### config.mk
export PLATFORM = sky130hd
export DESIGN_NAME = bst_cell
export DESIGN_NICKNAME = d
export VERILOG_FILES = /design/src/rtl/core/bst_pkg.sv /design/src/rtl/core/bst_cell.sv
export SDC_FILE = /design/constraint.sdc
export NUM_CORES = 1
export LEC_CHECK = 0
export BUFFER_PORTS_ARGS = -buffer_cell sky130_fd_sc_hd__buf_4
export CORE_ASPECT_RATIO = 0.7
export CORE_UTILIZATION = 38
export CTS_BUF_LIST = sky130_fd_sc_hd__clkbuf_4 sky130_fd_sc_hd__clkbuf_8
export DETAILED_ROUTE_END_ITERATION = 6
export PLACE_DENSITY = 0.78
export REMOVE_ABC_BUFFERS = 1
export SKIP_CTS_REPAIR_TIMING = 1
export SLEW_MARGIN = 25
export SYNTH_ARGS = -nofsm -noshare
export SYNTH_HDL_FRONTEND = slang
export SYNTH_SLANG_ARGS = --single-unit
### constraint.sdc
create_clock -name clk_i -period 8 [get_ports clk_i]
set_clock_uncertainty 0.1 [all_clocks]
set_input_delay 1.6 -clock clk_i [delete_from_list [all_inputs] [get_ports clk_i]]
set_output_delay 1.6 -clock clk_i [all_outputs]
set_load 0.1 [all_outputs]
### src/rtl/core/bst_pkg.sv
// shared types and codes for the bounded sequence table
package bst_pkg;

  localparam int unsigned CAPACITY_DEF    = 256;
  localparam int unsigned VALUE_WIDTH_DEF = 32;
  localparam int unsigned CMPW            = 16;

  typedef logic [CMPW-1:0] cnt_t;

  typedef enum logic [2:0] {
    CM_HOLD,
    CM_SHL,
    CM_DROP,
    CM_PUTL,
    CM_INSAT,
    CM_ERASE,
    CM_SET
  } cell_op_e;

  typedef struct packed {
    cell_op_e op;
    cnt_t     len;
    cnt_t     pos;
  } cell_ctl_t;

  typedef enum logic [2:0] {
    CMD_INSERT_AT     = 3'd0,
    CMD_INSERT_SORTED = 3'd1,
    CMD_ERASE_AT      = 3'd2,
    CMD_REMOVE_VALUE  = 3'd3,
    CMD_GET           = 3'd4,
    CMD_SET           = 3'd5,
    CMD_FIND          = 3'd6
  } cmd_e;

  typedef enum logic [1:0] {
    ST_OK      = 2'd0,
    ST_RANGE   = 2'd1,
    ST_FULL    = 2'd2,
    ST_MISSING = 2'd3
  } status_e;

endpackage

### src/rtl/core/bst_cell.sv
// one table entry cell of the chain
module bst_cell import bst_pkg::*; #(
  parameter int unsigned IDX = 0,
  parameter int unsigned VW  = VALUE_WIDTH_DEF
) (
  input  logic          clk_i,
  input  cell_ctl_t     ctl_i,
  input  logic [VW-1:0] val_i,
  input  logic [VW-1:0] head_i,
  input  logic [VW-1:0] left_i,
  input  logic [VW-1:0] right_i,
  output logic [VW-1:0] data_o
);

  localparam cnt_t IdxC  = cnt_t'(IDX);
  localparam cnt_t Idx1C = cnt_t'(IDX + 1);

  logic [VW-1:0] data_q, data_d;

  always_comb begin
    data_d = data_q;
    case (ctl_i.op)
      CM_SHL: begin
        if (Idx1C < ctl_i.len) data_d = right_i;
        else if (Idx1C == ctl_i.len) data_d = head_i;
      end
      CM_DROP: begin
        if (Idx1C < ctl_i.len) data_d = right_i;
      end
      CM_PUTL: begin
        if (IdxC == ctl_i.len) data_d = val_i;
      end
      CM_INSAT: begin
        if (IdxC > ctl_i.pos) data_d = left_i;
        else if (IdxC == ctl_i.pos) data_d = val_i;
      end
      CM_ERASE: begin
        if (IdxC >= ctl_i.pos) data_d = right_i;
      end
      CM_SET: begin
        if (IdxC == ctl_i.pos) data_d = val_i;
      end
      default: ;
    endcase
  end

  always_ff @(posedge clk_i) begin
    data_q <= data_d;
  end

  assign data_o = data_q;

endmodule

==> results.json, run 1 <==
{
  "vdd_drop_max_mv": 0.07540,
  "gp_congestion": 0.7798,
  "period_share": 0.4842,
  "die-area_mm2": 0.006723,
  "drv_cap": 0,
  "finalMaxSlewViolations": 0,
  "cts_tree": "built",
  "startpoint_type": "input port",
  "end_kind": "register",
  "async_reset_ff_frac": 0,
  "holdPathStages": 2,
  "clock_latency_ns": 0.27,
  "final_antenna_net_count": 0,
  "drt-wirelength-per-cell_um": 17.56,
  "grt_pass1_vias": 2638,
  "synth_area_mm2": 0.002430,
  "fp.dieH_um": 68.91,
  "layout.nets": 558,
  "max_slew_margin": 0.3450,
  "htreeDepth": 2,
  "status": "completed",
  "r2r_end": "data_o[23]",
  "synth.most_common_cell": "nand3_1",
  "vias": 2766,
  "hold_viol": 0,
  "hold_end": "data_o[30]",
  "r2r_cells": 2,
  "rows": 23,
  "setup_tns_ns": 0,
  "synth_ff_type": "edfxtp_1",
  "fin_crit_ns": 3.874,
  "crit_chain": "buf_4 > nor3_1 > nand4_1 > buf_4 > a21oi_1 > o211ai_1 > buf_4",
  "drtIter0Drc": 151,
  "synth_edf_count": 32,
  "wl_mm": 8.201,
  "power_density_mw_per_mm2": 156.2,
  "holdCritPathClass": "reg2reg",
  "grt-ovfl-total": 0,
  "fmaxAchievable_mhz": 258.1,
  "synth_top_area_share": 0.3955,
  "drive_gt1_frac": 0.4592,
  "seqPwrFrac": 0.373,
  "synth_top_area_cell": "edfxtp_1",
  "rr_startpoint": "data_o[23]",
  "synth_area_leaders": "edfxtp_1 40%, mux2i_1 13%, nand3_1 13%",
  "worst_pin_slew_ns": 0.9783,
  "die_w_um": 97.58,
  "fillers": 503,
  "slowest_stage": "o211ai_1",
  "initial_core_util": 0.4099,
  "yosys_warnings": 0,
  "cts_max_path_buffers": 2,
  "r2r_setup_slack_ns": 6.98,
  "grt_first_pass_wirelength_mm": 12.70,
  "path_max_fanout": 35,
  "largest_register_ffs": 32,
  "synth_common_cells": "64 x nand3_1, 32 x a22oi_1, 32 x edfxtp_1, 32 x mux2i_1, 32 x o2111ai_1",
  "area_growth_pct": 53.66,
  "switchingPower_uw": 235.1,
  "grt_max_degree": 42,
  "antenna_cells": 0,
  "cts_made_buffers": 5,
  "clkPwrFrac": 0.185,
  "crit_required_ns": 7.84,
  "critPathMostFrequentCell": "buf_4",
  "core_mm2": 0.005928,
  "synth-seq-cells": 32,
  "arrival_ns": 3.72,
  "firstDrtPassIters": 4,
  "clk_pin_slew_ns": 0.06,
  "portBuffers": 163,
  "syn_inst": 244,
  "cts.sinks": 32,
  "synth_seq_area_share": 0.3955,
  "antenna_found_initial": 0,
  "hold_start": "data_o[30]",
  "clk_root_buffer_cell": "clkbuf_8",
  "leakage_uw": 0.001696,
  "utilization": 0.6298,
  "crit_type": "in2reg",
  "dp_hpwl_mm": 5.938,
  "synth_cell_types": 25,
  "whs_ns": 0.5105,
  "syn_area_per_cell_um2": 9.958,
  "finalSetupViolCount": 0,
  "grtUsageTotal": 0.2402,
  "pin_count": 196,
  "comb_power_share": 0.441,
  "p_int_uw": 348.1,
  "rsz0062_at_grt": "false",
  "switching_share": 0.4031,
  "cp_slowest_stage_delay_ns": 0.80,
  "viasPerCell": 5.923,
  "drc_errors": 0
}
-- layout make-up --
class / count / area, um^2 / area share
clock buffer: 5 / 68.82 / 0.01843
timing repair buffer: 170 / 1276 / 0.3418
tap: 75 / 93.84 / 0.02513
multi-input combinational: 185 / 1334 / 0.3572
sequential: 32 / 960.9 / 0.2574
-- logic make-up (layout without fill, tap and decap cells) --
family,count (synthesis),after routing,share of synthesized area
compound gates,68,68,0.2235
flops,32,32,0.3955
mux,32,32,0.1318
buf+inv,27,175,0.06230
simple gates,85,85,0.1869
-- through the flow --
| step | std cells | power [uW] | area, um^2 | setup WS, ns |
|---|---|---|---|---|
| final | 467 | 583.2 | 3734 | 4.126 |
| after global placement | 462 | 475.0 | 3662 | 3.823 |
| after floorplan | 217 | 383.1 | 2278 | 2.403 |
| after global routing | 467 | 606.8 | 3734 | 3.880 |
| after detailed placement | 462 | 478.8 | 3665 | 3.801 |
| after CTS | 467 | 585.6 | 3734 | 4.074 |
-- worst max-delay path: cells and delay by family --
kind / cells / cell delay, ns
and+or+nand+nor: 2 / 0.12
buffers and inverters: 3 / 1.04
AOI/OAI and AO/OA: 2 / 0.94
-- how the worst max path moves through the flow --
stage / start / end / slack [ns] / depth (start not counted)
2_1_floorplan: ctl_i[21] / data_o[0] / 2.40 / 5
3_3_place_gp: ctl_i[28] / data_o[13] / 3.82 / 7
3_5_place_dp: ctl_i[23] / data_o[13] / 3.80 / 7
4_1_cts: ctl_i[23] / data_o[4] / 4.07 / 7
5_1_grt: ctl_i[0] / data_o[25] / 3.88 / 7
6_report: ctl_i[29] / data_o[12] / 4.13 / 7
-- power by group through the flow --
stage | Sequential [uW] | Clock, uW | Combinational, uW
5_1_grt | 220 | 118 | 269
2_1_floorplan | 339 | 0 | 44.1
4_1_cts | 218 | 110 | 258
3_5_place_dp | 220 | 0 | 258
6_report | 218 | 108 | 257
3_3_place_gp | 220 | 0 | 255
-- cells in the final DEF (no fill, tap or decap) --
cell type	instances
buf_4	170
nand3_1	64
mux2i_1	32
a22oi_1	32
o2111ai_1	32
edfxtp_1	32
nor4_1	6
clkbuf_8	5
nand2_1	2
nand4_1	2
nand3b_1	2
nand2b_1	1
nand2_2	1
nor4_2	1
nor3_1	1
nor2b_4	1
and4_1	1
o21ai_2	1
nor2_2	1
a21oi_1	1
o21ai_1	1
or3_1	1
nand4b_1	1
o211ai_1	1
-- per-layer routing --
layer	track usage	vias to the layer above	routed length, um
met5	0	-	0
met4	0.05882	0	75
met3	0.07157	8	762
met2	0.4318	138	3869
met1	0.2892	1295	3494
li1	-	1325	-
No activity file was read; power rests on OpenSTA's default activity.
==> inputs of run 2 (changes only) <==
==> constraint.sdc (replaced) <==
create_clock -name clk_i -period 3.72 [get_ports clk_i]
set_clock_uncertainty 0.1 [all_clocks]
set_input_delay 0.744 -clock clk_i [delete_from_list [all_inputs] [get_ports clk_i]]
set_output_delay 0.744 -clock clk_i [all_outputs]
set_load 0.1 [all_outputs]
==> run 2 against run 1 <==
Utilization grew 0.65 points. Non-clock buffer count grew 3. Global-route usage barely moved. Cell area increased by 1.0%. Combinational power rose by 120%. Die area stayed put. First-iteration DRC count is 26% lower. Largest power group unchanged.
==> results.json, run 2 (synthesis results as in run 1) <==
{
  "status": "completed",
  "holdCritPathClass": "reg2reg",
  "final_common_cell": "buf_4",
  "r2r_end": "data_o[26]",
  "end_kind": "register",
  "placed_area_mm2": 0.003685,
  "dp_slack_ns": 1.092,
  "crit_required_ns": 3.73,
  "antenna_found_initial": 0,
  "drtIter0Drc": 111,
  "viasPerCell": 5.835,
  "finalSetupViolCount": 0,
  "antenna_cells": 0,
  "clock_latency_ns": 0.27,
  "hold_start": "data_o[27]",
  "fillers": 511,
  "initial_core_util": 0.4099,
  "mostFrequentLayoutCells": "173 x buf_4, 64 x nand3_1",
  "drt-wirelength-per-cell_um": 17.15,
  "die_w_um": 97.58,
  "power_density_mw_per_mm2": 341.8,
  "rows": 23,
  "firstDrtPassIters": 4,
  "fp.dieH_um": 68.91,
  "period_share": 0.6193,
  "layout.nets": 561,
  "drv_cap": 0,
  "r2r_setup_slack_ns": 2.72,
  "arrival_ns": 2.31,
  "setup_tns_ns": 0,
  "cts_max_path_buffers": 2,
  "max_slew_margin": 0.4016,
  "fmaxAchievable_mhz": 434.0,
  "htreeDepth": 2,
  "multiInputGateArea_mm2": 0.001331,
  "largest_register_ffs": 32,
  "holdPathStages": 2,
  "grt_max_degree": 43,
  "area_growth_pct": 55.25,
  "grt_first_pass_wirelength_mm": 12.75,
  "wl_mm": 8.110,
  "rr_startpoint": "data_o[26]",
  "total_power_uw": 1289,
  "cts_made_buffers": 5,
  "fin_ws_ns": 1.416,
  "crit_type": "in2reg",
  "r2r_cells": 2,
  "final_antenna_net_count": 0,
  "grtUsageTotal": 0.2403,
  "finalMaxSlewViolations": 0,
  "clk_pin_slew_ns": 0.06,
  "core_mm2": 0.005928,
  "worst_pin_slew_ns": 0.8975,
  "dp_hpwl_mm": 5.950,
  "portBuffers": 163,
  "grt_pass1_vias": 2787,
  "leakage_uw": 0.001721,
  "fin_crit_ns": 2.304,
  "vias": 2760,
  "rsz0062_at_grt": "false",
  "ff_latch_area_um2": 960.9,
  "hold_viol": 0,
  "grt-ovfl-total": 0,
  "drc_errors": 0,
  "drive_gt1_frac": 0.4623,
  "clk_root_buffer_cell": "clkbuf_8",
  "gp_congestion": 0.7364,
  "cts.sinks": 32,
  "hold_end": "data_o[27]",
  "pin_count": 196,
  "path_max_fanout": 18,
  "startpoint_type": "input port",
  "stdcell_area_mm2": 0.003772,
  "die-area_mm2": 0.006723,
  "vdd_drop_max_mv": 0.1610,
  "cts_tree": "built"
}
==> run 2: cell count changes in the layout (fill, tap and decap cells not counted), sizes merged <==
cell	previous run	this run
clkinv	0	1
buf	170	173
clkbuf	5	7
==> run 2: metal layers <==
layer  track usage  share of wire  up-vias
met2        0.4301           0.47      138
met1        0.2874           0.43     1281
li1              -              -     1333
met3       0.07560          0.098        8
met4       0.06066         0.0086        0
met5             0              0        -
==> run 2: how the worst max path moves through the flow <==
stage / start / endpoint / slack [ns] / depth (start not counted)
floorplan: ctl_i[21] / data_o[0] / -1.02 / 5
global placement: ctl_i[34] / data_o[0] / 1.14 / 6
detailed placement: ctl_i[34] / data_o[6] / 1.09 / 6
CTS: ctl_i[34] / data_o[6] / 1.38 / 6
global route: ctl_i[25] / data_o[0] / 1.27 / 7
finish: ctl_i[34] / data_o[14] / 1.42 / 6
==> run 2: metrics by stage <==
step             util  hold WS [ns]  std cells
4_1_cts        0.6363        0.5089        473
6_report       0.6363        0.5117        473
2_1_floorplan       -        0.8625        217
5_1_grt        0.6363        0.5400        473
3_5_place_dp   0.6216        0.4938        465
3_3_place_gp   0.6216        0.4909        465
==> run 2: area by class of cell <==
class                      instances  share of cell area
tap                               75             0.02488
multi-input combinational        185              0.3529
clock inverter                     1           0.0009950
clock buffer                       7             0.02222
sequential                        32              0.2547
timing repair buffer             173              0.3443
==> run 2: power by group <==
group / switching (uW) / internal, uW / leakage [uW] / total, uW
clock network: 120 / 145 / 0.0000467 / 265
registers: 20.0 / 448 / 0.000314 / 468
logic: 374 / 183 / 0.00136 / 557
total: 514 / 775 / 0.00172 / 1290
==> run 2: critical path, cell delays in order <==
cell	delay [ns]
buf_4	0.14
nand2b_1	0.17
o21ai_2	0.70
buf_4	0.32
a22oi_1	0.10
o2111ai_1	0.13
